==> src/lsc_pkg.sv <==
// Shared constants, types and state encodings for the line sensor centroid block.
package lsc_pkg;

  localparam int FULL_SCALE   = 1000;
  localparam int SAMPLE_W     = 10;
  localparam int SUM_W        = 14;
  localparam int LVL_W        = 10;
  localparam int MAP_W        = 10;
  localparam int POS_W        = 13;
  localparam int IDX_W        = 2;
  localparam int MAX_SENSORS  = 8;
  localparam int LANE_NUM_W   = 24;  // |avg - white| * 1000
  localparam int WSUM_W       = 15;  // sum of v*i
  localparam int DEN_W        = 13;  // sum of v
  localparam int CNUM_W       = 25;  // sum of v*i*1000
  localparam int DEF_SENSORS  = 8;
  localparam int DEF_SAMPLES  = 4;

  typedef enum logic [IDX_W-1:0] {
    REG_WHITE  = 2'd0,
    REG_BLACK  = 2'd1,
    REG_THRESH = 2'd2
  } reg_idx_t;

  typedef enum logic [2:0] {
    T_ACC,
    T_START,
    T_MAP,
    T_MERGE,
    T_WAIT
  } top_state_t;

  typedef enum logic [2:0] {
    M_IDLE,
    M_SUM,
    M_SCALE,
    M_DIV,
    M_DONE
  } merge_state_t;

  typedef struct packed {
    logic busy;
    logic done;
  } lsc_stat_t;

endpackage

==> src/lsc_lane.sv <==
// One sensor lane: scan accumulator, average and serial mapping divider.
module lsc_lane import lsc_pkg::*; #(
  parameter int SAMPLES = DEF_SAMPLES
) (
  input  logic                clk,
  input  logic                rst,
  input  logic                add_en,
  input  logic [SAMPLE_W-1:0] sample,
  input  logic                start,
  input  logic [LVL_W-1:0]    white,
  input  logic [LVL_W-1:0]    black,
  output lsc_stat_t           stat,
  output logic [MAP_W-1:0]    mapped
);

  localparam int CNT_W = $clog2(LANE_NUM_W + 1);
  // exact reciprocal for sum / SAMPLES over the full sum range
  localparam int AVG_SH = SUM_W + $clog2(SAMPLES);
  localparam logic [SUM_W:0] AVG_MUL =
    (SUM_W + 1)'(((64'd1 << AVG_SH) + SAMPLES - 1) / SAMPLES);

  logic [SUM_W-1:0]      sum;
  logic [LVL_W-1:0]      rem;
  logic [LANE_NUM_W-1:0] quo;
  logic [LVL_W-1:0]      dm;
  logic                  neg;
  logic                  zero;
  logic [CNT_W-1:0]      cnt;
  logic                  busy;
  logic                  done;

  logic [2*SUM_W:0]      avg_prod;
  logic [SUM_W-1:0]      avg;
  logic [SUM_W:0]        diff;
  logic [SUM_W-1:0]      diff_mag;
  logic [LVL_W:0]        span;
  logic [LVL_W-1:0]      span_mag;
  logic [LANE_NUM_W-1:0] nm;
  logic [LVL_W:0]        rem_sh;
  logic                  fit;
  logic [LVL_W:0]        rem_nx;

  assign avg_prod = {{(SUM_W + 1){1'b0}}, sum} * {{SUM_W{1'b0}}, AVG_MUL};
  assign avg      = SUM_W'(avg_prod >> AVG_SH);
  assign diff     = {1'b0, avg} - {{(SUM_W + 1 - LVL_W){1'b0}}, white};
  assign diff_mag = diff[SUM_W] ? SUM_W'(-diff) : diff[SUM_W-1:0];
  assign span     = {1'b0, black} - {1'b0, white};
  assign span_mag = span[LVL_W] ? LVL_W'(-span) : span[LVL_W-1:0];
  assign nm       = LANE_NUM_W'(diff_mag * FULL_SCALE);

  // restoring division, one quotient bit per cycle
  assign rem_sh = {rem, quo[LANE_NUM_W-1]};
  assign fit    = rem_sh >= {1'b0, dm};
  assign rem_nx = fit ? rem_sh - {1'b0, dm} : rem_sh;

  always_ff @(posedge clk) begin
    if (rst) begin
      sum  <= '0;
      busy <= 1'b0;
      cnt  <= '0;
    end else if (start) begin
      sum  <= '0;
      quo  <= nm;
      rem  <= '0;
      dm   <= span_mag;
      neg  <= diff[SUM_W] ^ span[LVL_W];
      zero <= (span == '0);
      cnt  <= '0;
      busy <= 1'b1;
    end else begin
      if (add_en) begin
        sum <= sum + SUM_W'(sample);
      end
      if (busy) begin
        quo <= {quo[LANE_NUM_W-2:0], fit};
        rem <= rem_nx[LVL_W-1:0];
        cnt <= cnt + 1'b1;
        if (cnt == CNT_W'(LANE_NUM_W - 1)) begin
          busy <= 1'b0;
        end
      end
    end
  end

  always_ff @(posedge clk) begin
    if (rst) begin
      done <= 1'b0;
    end else begin
      done <= !start && busy && (cnt == CNT_W'(LANE_NUM_W - 1));
    end
  end

  always_comb begin
    if (zero || neg) begin
      mapped = '0;
    end else if (quo > LANE_NUM_W'(FULL_SCALE)) begin
      mapped = MAP_W'(FULL_SCALE);
    end else begin
      mapped = quo[MAP_W-1:0];
    end
  end

  assign stat.busy = busy;
  assign stat.done = done;

endmodule

==> src/lsc_merge.sv <==
// Merge stage: weighted sums over the lanes, centroid division, lost-line fallback.
module lsc_merge import lsc_pkg::*; #(
  parameter int SENSORS = DEF_SENSORS
) (
  input  logic             clk,
  input  logic             rst,
  input  logic             start,
  input  logic [LVL_W-1:0] thresh,
  input  logic [MAP_W-1:0] mapped [SENSORS],
  output lsc_stat_t        stat,
  output logic [POS_W-1:0] line_position,
  output logic             line_seen
);

  localparam int CNT_W = $clog2(CNUM_W + 1);
  localparam logic [POS_W-1:0] FAR  = POS_W'((SENSORS - 1) * FULL_SCALE);
  localparam logic [POS_W-1:0] HALF = POS_W'((SENSORS - 1) * FULL_SCALE / 2);

  merge_state_t state, state_next;

  logic [WSUM_W-1:0] wsum;
  logic [DEN_W-1:0]  den;
  logic              seen;
  logic              hit;
  logic [DEN_W-1:0]  rem;
  logic [CNUM_W-1:0] quo;
  logic [CNT_W-1:0]  cnt;
  logic [POS_W-1:0]  last_position;

  logic [WSUM_W-1:0] wsum_c;
  logic [DEN_W-1:0]  den_c;
  logic              seen_c;
  logic [DEN_W:0]    rem_sh;
  logic              fit;
  logic [DEN_W:0]    rem_nx;

  always_comb begin
    wsum_c = '0;
    den_c  = '0;
    seen_c = 1'b0;
    for (int i = 0; i < SENSORS; i++) begin
      wsum_c = wsum_c + WSUM_W'(mapped[i] * i);
      den_c  = den_c + DEN_W'(mapped[i]);
      if (mapped[i] > thresh) begin
        seen_c = 1'b1;
      end
    end
  end

  assign rem_sh = {rem, quo[CNUM_W-1]};
  assign fit    = rem_sh >= {1'b0, den};
  assign rem_nx = fit ? rem_sh - {1'b0, den} : rem_sh;

  always_comb begin
    state_next = state;
    unique case (state)
      M_IDLE:  if (start) state_next = M_SUM;
      M_SUM:   state_next = M_SCALE;
      M_SCALE: state_next = (seen && den != '0) ? M_DIV : M_DONE;
      M_DIV:   if (cnt == CNT_W'(CNUM_W - 1)) state_next = M_DONE;
      M_DONE:  state_next = M_IDLE;
      default: state_next = M_IDLE;
    endcase
  end

  always_comb begin
    stat.busy = (state != M_IDLE);
    stat.done = (state == M_DONE);
  end

  always_ff @(posedge clk) begin
    if (rst) begin
      state         <= M_IDLE;
      last_position <= '0;
      line_position <= '0;
      line_seen     <= 1'b0;
      cnt           <= '0;
    end else begin
      state <= state_next;
      unique case (state)
        M_SUM: begin
          wsum <= wsum_c;
          den  <= den_c;
          seen <= seen_c;
        end
        M_SCALE: begin
          quo <= CNUM_W'(wsum * FULL_SCALE);
          rem <= '0;
          cnt <= '0;
          hit <= seen && den != '0;
        end
        M_DIV: begin
          quo <= {quo[CNUM_W-2:0], fit};
          rem <= rem_nx[DEN_W-1:0];
          cnt <= cnt + 1'b1;
        end
        M_DONE: begin
          if (hit) begin
            last_position <= quo[POS_W-1:0];
            line_position <= quo[POS_W-1:0];
            line_seen     <= 1'b1;
          end else begin
            line_position <= (last_position < HALF) ? '0 : FAR;
            line_seen     <= 1'b0;
          end
        end
        default: ;
      endcase
    end
  end

endmodule

==> src/line_sensor_centroid.sv <==
// Top level of the line sensor centroid block: scan intake, lanes, merge, output register.
//
//   channel  | handshake         | payload
//   ---------+-------------------+---------------------------------------------
//   scan in  | s_tvalid/s_tready | s_tdata: sample_0 .. sample_7, 10 b each
//   result   | m_tvalid/m_tready | m_tdata: line_position; m_tuser: line_seen
//   config   | wr_en             | wr_index, wr_data (10 b)
//
// Scan requests are taken only in the accumulate state. After the SAMPLES-th scan
// the block stops taking scans while it runs a start state, the lane dividers
// (one quotient bit a cycle), the handoff, the merge sum and scale, the centroid
// division, the merge done state and the output load; the division is skipped
// when the line is lost. A stalled result waits in the output register while the
// next block's scans come in; a new result that finds it still full holds the
// block until it drains. Synchronous active-high reset.
module line_sensor_centroid import lsc_pkg::*; #(
  parameter int SENSORS = DEF_SENSORS,
  parameter int SAMPLES = DEF_SAMPLES
) (
  input  logic                              clk,
  input  logic                              rst,
  input  logic                              s_tvalid,
  output logic                              s_tready,
  input  logic [MAX_SENSORS*SAMPLE_W-1:0]   s_tdata,  // sample_0 .. sample_7
  output logic                              m_tvalid,
  input  logic                              m_tready,
  output logic [15:0]                       m_tdata,  // line_position, zero pad
  output logic                              m_tuser,  // line_seen
  input  logic                              wr_en,
  input  logic [IDX_W-1:0]                  wr_index,
  input  logic [LVL_W-1:0]                  wr_data
);

  localparam int CNT_W = $clog2(SAMPLES + 1);

  top_state_t state, state_next;

  logic [LVL_W-1:0] white_level;
  logic [LVL_W-1:0] black_level;
  logic [LVL_W-1:0] line_threshold;
  logic [CNT_W-1:0] scan_count;

  logic             accept;
  logic             last_scan;
  logic             lane_start;
  logic             load;
  logic [SENSORS-1:0] lane_done;
  logic [MAP_W-1:0] mapped [SENSORS];
  lsc_stat_t        merge_stat;
  logic [POS_W-1:0] res_position;
  logic             res_seen;

  assign accept    = s_tvalid && s_tready;
  assign last_scan = (scan_count == CNT_W'(SAMPLES - 1));

  always_ff @(posedge clk) begin
    if (rst) begin
      white_level    <= LVL_W'(0);
      black_level    <= LVL_W'(1023);
      line_threshold <= LVL_W'(833);
    end else if (wr_en) begin
      unique case (wr_index)
        REG_WHITE:  white_level    <= wr_data;
        REG_BLACK:  black_level    <= wr_data;
        REG_THRESH: line_threshold <= wr_data;
        default: ;
      endcase
    end
  end

  for (genvar i = 0; i < SENSORS; i++) begin : g_lane
    lsc_stat_t lane_stat;

    lsc_lane #(.SAMPLES(SAMPLES)) u_lane (
      .clk    (clk),
      .rst    (rst),
      .add_en (accept),
      .sample (s_tdata[i*SAMPLE_W +: SAMPLE_W]),
      .start  (lane_start),
      .white  (white_level),
      .black  (black_level),
      .stat   (lane_stat),
      .mapped (mapped[i])
    );

    assign lane_done[i] = lane_stat.done;
  end

  lsc_merge #(.SENSORS(SENSORS)) u_merge (
    .clk           (clk),
    .rst           (rst),
    .start         (lane_done[0]),
    .thresh        (line_threshold),
    .mapped        (mapped),
    .stat          (merge_stat),
    .line_position (res_position),
    .line_seen     (res_seen)
  );

  always_comb begin
    state_next = state;
    unique case (state)
      T_ACC:   if (accept && last_scan) state_next = T_START;
      T_START: state_next = T_MAP;
      T_MAP:   if (lane_done[0]) state_next = T_MERGE;
      T_MERGE: if (merge_stat.done) state_next = T_WAIT;
      T_WAIT:  if (!m_tvalid || m_tready) state_next = T_ACC;
      default: state_next = T_ACC;
    endcase
  end

  always_comb begin
    s_tready   = (state == T_ACC);
    lane_start = (state == T_START);
    load       = (state == T_WAIT) && (!m_tvalid || m_tready);
  end

  always_ff @(posedge clk) begin
    if (rst) begin
      state      <= T_ACC;
      scan_count <= '0;
      m_tvalid   <= 1'b0;
    end else begin
      state <= state_next;
      if (accept) begin
        scan_count <= last_scan ? '0 : scan_count + 1'b1;
      end
      if (load) begin
        m_tvalid <= 1'b1;
      end else if (m_tready) begin
        m_tvalid <= 1'b0;
      end
    end
  end

  always_ff @(posedge clk) begin
    if (load) begin
      m_tdata <= {{(16 - POS_W){1'b0}}, res_position};
      m_tuser <= res_seen;
    end
  end

  a_lanes_in_step: assert property (@(posedge clk) disable iff (rst)
    lane_done == {SENSORS{lane_done[0]}})
    else $error("lanes finished out of step");

  a_merge_done_state: assert property (@(posedge clk) disable iff (rst)
    merge_stat.done |-> state == T_MERGE)
    else $error("merge finished outside merge phase");

  a_result_from_wait: assert property (@(posedge clk) disable iff (rst)
    $rose(m_tvalid) |-> $past(state) == T_WAIT)
    else $error("result raised outside wait phase");

  a_no_scan_in_compute: assert property (@(posedge clk) disable iff (rst)
    (lane_done[0] || merge_stat.busy) |-> !accept)
    else $error("scan request taken during compute");

endmodule

==> config.mk <==
export PLATFORM = sky130hd
export DESIGN_NAME = line_sensor_centroid
export DESIGN_NICKNAME = d
export VERILOG_FILES = /design/src/lsc_pkg.sv /design/src/lsc_lane.sv /design/src/lsc_merge.sv /design/src/line_sensor_centroid.sv
export SDC_FILE = /design/constraint.sdc
export NUM_CORES = 2
export LEC_CHECK = 0
export ABC_AREA = 1
export BUFFER_PORTS_ARGS = -buffer_cell sky130_fd_sc_hd__buf_2
export CORE_MARGIN = 2
export CORE_UTILIZATION = 35
export DETAILED_ROUTE_END_ITERATION = 10
export GPL_TIMING_DRIVEN = 0
export HOLD_SLACK_MARGIN = 0.05
export SETUP_SLACK_MARGIN = 0.2
export SYNTH_ARGS = -nofsm -noshare
export SYNTH_HDL_FRONTEND = slang
export SYNTH_SLANG_ARGS = --single-unit
export TNS_END_PERCENT = 1
==> constraint.sdc <==
create_clock -name clk -period 18.1 [get_ports clk]
set_clock_uncertainty 0.1 [all_clocks]
set_input_delay 5.43 -clock clk [delete_from_list [all_inputs] [get_ports clk]]
set_output_delay 5.43 -clock clk [all_outputs]
set_load 0.03 [all_outputs]
-- After elaboration in Yosys (flattened, before gate mapping)
Index checks and enable logic that the tools add are counted.
- bits of input ports: 97
- output and inout port bits: 19
- flip-flop bits (word level): 606
- muxes and demuxes: 101
- magnitude comparators: 26
- bitwise gates (word level): 9
- multiply operators: 13
- add/subtract/negate cells: 58
- reduce and logical (&&, ||, !) cells: 52
- eq/ne operators: 26
- operators by type and width (operator ; count):
    2-to-1 mux 24 bit ; 16
    2-to-1 mux 10 bit ; 33
    greater-than comparator 24 x 10 -> 1 bit, second input constant ; 8
    multiplier 14 x 7 -> 21 bit, second input constant ; 8
    adder 14 x 10 -> 14 bit ; 8
    2-to-1 mux 14 bit ; 8
    negator 14 bit ; 8
    subtractor 12 x 10 -> 13 bit ; 8
    >= comparator 11 x 10 -> 1 bit ; 8
    greater-than comparator 10 bit ; 8
    subtractor 10 bit ; 8
    adder 13 x 10 -> 13 bit ; 6
    case mux 25 bit (2 select lines) ; 1
    adder 15 x 13 -> 15 bit ; 3
    adder 5 x 1 -> 5 bit, second input constant ; 9
    == test 5 bit, second input constant ; 9
    2-to-1 mux 13 bit ; 3
    AND reduction 2 bit ; 17
    adder 15 x 12 -> 15 bit ; 2
    2-to-1 mux 1 bit ; 28
    multiplier 10 x 3 -> 13 bit, second input constant ; 2
    case mux 13 bit (2 select lines) ; 1
    multiplier 10 x 2 -> 12 bit, second input constant ; 2
    2-to-1 mux 3 bit ; 8
    32 further kinds ; 73

-- Logic depth before layout (Yosys ltp)
- depth in word-level cells: 10
- depth in mapped cells: 38

-- Hierarchy
From an unflattened synthesis, not the netlist that was laid out.
- cells, all modules: 10207
- area, all modules: 79133.4 um^2
- by module, submodules not included (module ; sequential area each (um^2) ; instances ; cells an instance ; area each (um^2)):
    lsc_lane at g_lane[0].u_lane ... ; 1801.7 ; 3 ; 1042 ; 7823.8
    lsc_merge ; 2702.6 ; 1 ; 1832 ; 15036.9
    lsc_lane at g_lane[7].u_lane ; 1801.7 ; 1 ; 1035 ; 7945.1
    lsc_lane at g_lane[5].u_lane ; 1801.7 ; 1 ; 1012 ; 7772.5
    lsc_lane at g_lane[4].u_lane ; 1801.7 ; 1 ; 1002 ; 7729.9
    lsc_lane at g_lane[6].u_lane ; 1801.7 ; 1 ; 1000 ; 7668.6
    lsc_lane at g_lane[2].u_lane ; 1801.7 ; 1 ; 990 ; 7621.1
    line_sensor_centroid ; 1161.1 ; 1 ; 210 ; 1888.1

-- Worst setup path before layout
OpenSTA, ideal clock, no wires.
- path kind: in2reg
- start: input rst
- end: register g_lane[0].u_lane.quo[0], enable pin
- arrival time: 7.542 ns
- cell stages on the path: 4
- required time: 17.608 ns
- path slack: 10.067 ns
- path through: nor2_1 inv_1 clkbuf_1 nand2_1
- cells in the longest elaborated chain, start to end: 2
- RTL lines (element ; RTL line ; RTL):
    start, declared ; line_sensor_centroid.sv:21 ; input logic rst,
    NOT 1 bit (no line) ; -- ;
    AND reduction 2 bit (no line) ; -- ;
    end signal, assigned ; lsc_lane.sv:63 ; quo <= nm;
    end signal, assigned ; lsc_lane.sv:75 ; quo <= {quo[LANE_NUM_W-2:0], fit};
    end, declared ; lsc_lane.sv:24 ; logic [LANE_NUM_W-1:0] quo;
Every way passes these cells.
A chain may end at the register's enable or synchronous reset.

-- Worst setup path in the final report
- start: register white_level[0]
- end: register g_lane[2].u_lane.quo[18], data pin
- cells in the longest elaborated chain, start to end: 5
- RTL lines (element ; RTL line ; RTL):
    start, declared ; line_sensor_centroid.sv:38 ; logic [LVL_W-1:0] white_level;
    start signal, assigned ; line_sensor_centroid.sv:63 ; REG_WHITE: white_level <= wr_data;
    subtractor 12 x 10 -> 13 bit * ; lsc_lane.sv:45 ; assign diff = {1'b0, avg} - {{(SUM_W + 1 - LVL_W){1'b0}}, white};
    negator 14 bit ; lsc_lane.sv:46 ; assign diff_mag = diff[SUM_W] ? SUM_W'(-diff) : diff[SUM_W-1:0];
    2-to-1 mux 14 bit * ; lsc_lane.sv:46 ;
    multiplier 14 x 7 -> 21 bit * ; lsc_lane.sv:49 ; assign nm = LANE_NUM_W'(diff_mag * FULL_SCALE);
    2-to-1 mux 24 bit * ; lsc_lane.sv:61 ; end else if (start) begin
    end signal, assigned ; lsc_lane.sv:63 ;
    end signal, assigned ; lsc_lane.sv:75 ;
    end, declared ; lsc_lane.sv:24 ;
Mark *: on every way between the ends. The rest lies on a longest branch, timed or not.

==> flow_metrics.tcl <==
set metrics [dict create \
    status "complete, but fails checks" \
    violations "design-rule violations" \
    rows 160 \
    cts_buffers 80 \
    syn_to_final_growth_pct 10.6 \
    clk_latency_ns 0.73 \
    rr_endpoint "g_lane[2].u_lane.quo[18]" \
    cts_setup_buffers 0 \
    cts_hold_buffers 0 \
    ys_ff_latch 604 \
    drt-pass1-iter-count 9 \
    worstPathMaxFanout 10 \
    fmax_mhz 121 \
    die_w_um 442 \
    synthTopCellsByArea "fa_1, edfxtp_1, ha_1, inv_1, nand2_1" \
    rr_startpoint "white_level[0]" \
    grt_max_degree 35 \
    cts.clk_slew.worst_paths_ns 0.06 \
    cap_viol_max_count 0 \
    crit_end "g_lane[2].u_lane.quo[18]" \
    startpoint "white_level[0]" \
    clk_path_buf_depth 3 \
    finalMaxSlewViolations 0 \
    drt.antenna.violating_nets 0 \
    gp_congestion 0.941 \
    initial_core_util 0.353 \
    ctsRootBufferMaster "clkbuf_16" \
    grt_pass1_vias 54300 \
    pin_count 116 \
    cp-end-kind "flop" \
    period_share 0.457 \
    finalHoldViolations 0 \
    nNetsFinal 9959 \
    syn_inst 8077 \
    synth_ff_type "edfxtp_1" \
    layout_commonest_cell "inv_1" \
    netlist_area_mm2 0.0673 \
    cts_tree "built" \
    tightest_slew_ns 1.37 \
    grt_first_pass_wirelength_um 300000 \
    core-area_mm2 0.191 \
    drcViolationCount 2 \
    htree_levels 3 \
    drt-wirelength-per-cell_um 17.4 \
    maxSlewHeadroom 0.0743 \
    io_buffers 112 \
    grt_antenna_before_repair 5 \
    cp_data_arrival_time_ns 8.58 \
    reg2reg_setup_slack_ns 9.84 \
    finalSetupTns_ns 0 \
    synth_enable_flop_cells 373 \
    via_per_inst 5.01 \
    ys_warn_count 0 \
    hp-class "reg -> reg" \
    yosysSeqAreaShare 0.235 \
    yosys.area.top_type_share 0.173 \
    dp.final_hpwl_um 157000 \
    syn_avg_cell_area_um2 8.33 \
    finalSetupViolCount 0 \
    ctsResizeCount 0 \
    first_iter_violations 3884 \
    layout_min_cycle_time_ns 8.26 \
    layout-drive-gt1-share 0.0507 \
    worstRegToRegCells 27 \
    cts.sink_count 604 \
    final_cell_mix "inv_1, nand2_1, ha_1" \
    critPathRequiredTime_ns 18.42 \
    rsz0062_at_grt "no" \
    worst_setup_path_start_kind "flop" \
    worstSetupPathType "reg -> reg" \
    routed_wl_um 191000 \
    vias 55000 \
    synth_cell_types 73 \
    synthArstFlopShare 0 \
    die_y_um 442 \
    yosys.area.top_type "fa_1" \
    die-area_mm2 0.196 \
    grt.total_usage 0.193 \
    grt_overflow_total 0 \
]
[per-stage QoR]
| stage | hold WS, ns | setup WS, ns | cell area (µm²) | std cells | utilization |
|---|---|---|---|---|---|
| after floorplan | 0.309 | 10.07 | 67700 | 8198 | - |
| after global routing | 0.346 | 9.38 | 74400 | 11000 | 0.391 |
| final | 0.330 | 9.84 | 74400 | 11000 | 0.391 |
| after CTS | 0.330 | 9.91 | 74400 | 11000 | 0.391 |
| after global placement | 0.320 | 7.33 | 71400 | 10800 | 0.375 |
| after detailed placement | 0.316 | 9.62 | 71700 | 10800 | 0.376 |
[worst max-delay path: stages (launching register included)]
cell	delay, ns
dfxtp_1	1.16
ha_1	0.30
inv_1	0.08
fa_1	0.41
a21oi_1	0.18
o21ai_2	0.10
nand4_1	0.08
nand2_1	0.09
nand3_1	0.13
nand4_2	0.29
o21ai_0	0.83
inv_1	0.26
fa_1	0.59
inv_1	0.05
fa_1	0.46
fa_1	0.52
inv_1	0.06
fa_1	0.47
ha_1	0.38
a21oi_1	0.16
nand2_1	0.14
a21oi_1	0.25
o21ai_0	0.17
nand3_1	0.10
nand2_1	0.08
or2_2	0.28
nand3_1	0.09
o21ai_0	0.12
[registers in the layout, indices dropped and copies added, names as in the netlist, 11 cells and up]
| name | count |
|---|---|
| g_lane.u_lane.quo | 192 |
| g_lane.u_lane.sum | 112 |
| g_lane.u_lane.rem | 80 |
| g_lane.u_lane.cnt | 40 |
| u_merge.quo | 25 |
| u_merge.wsum | 15 |
| m_tdata | 13 |
| u_merge.den | 13 |
| u_merge.line_position | 13 |
| u_merge.rem | 13 |
| u_merge.last_position | 11 |
[how the worst min path moves through the flow]
stage                                         start          end  cells past startpoint
after global routing      u_merge.line_position[12]  m_tdata[12]                      0
after detailed placement  u_merge.line_position[11]  m_tdata[11]                      0
after CTS                 u_merge.line_position[11]  m_tdata[11]                      0
final                     u_merge.line_position[11]  m_tdata[11]                      0
after floorplan            u_merge.line_position[0]   m_tdata[0]                      0
after global placement     u_merge.line_position[7]   m_tdata[7]                      0
[cell families after synthesis]
group,after synthesis,synth area share
simple gates,2494,0.160
xor+xnor,403,0.0529
fa+ha+maj,1458,0.336
other cells,2,0.000112
compound gates,1521,0.126
buf+inv,1595,0.0901
flops,604,0.235
[per-layer routing]
metal / vias to the layer above / global-route usage / part of all wire
met3: 293 / 0.0262 / 0.056
met2: 1462 / 0.315 / 0.45
met5: - / 0 / 0
li1: 27200 / - / -
met1: 26100 / 0.262 / 0.46
met4: 0 / 0.0629 / 0.034
[cells in the mapped netlist, drive strengths merged (29+ instances only)]
cell    number
nand2     1414
o21bai      58
nand4       79
o21ai      560
nor3       142
clkbuf      84
o211ai      29
xnor2      162
xor2       241
nand3      359
a21oi      660
inv       1461
ha         877
a31oi       51
edfxtp     373
o31ai       40
buf         49
nor4        33
fa         581
dfxtp      231
nor2       365
or2         45
[final cells by class]
class,instances,area [µm²]
fill,19400,116000
multi-input combinational,5999,45900
sequential,604,15800
inverter,1462,5490
tap,2511,3140
clock buffer,106,2300
timing repair buffer,124,769
buffer,133,574
clock inverter,40,438
antenna,1,2.50
Power is left out: the tool's default activity adds up to more than one toggle a clock period on the data nets, which glitch-free logic cannot reach.
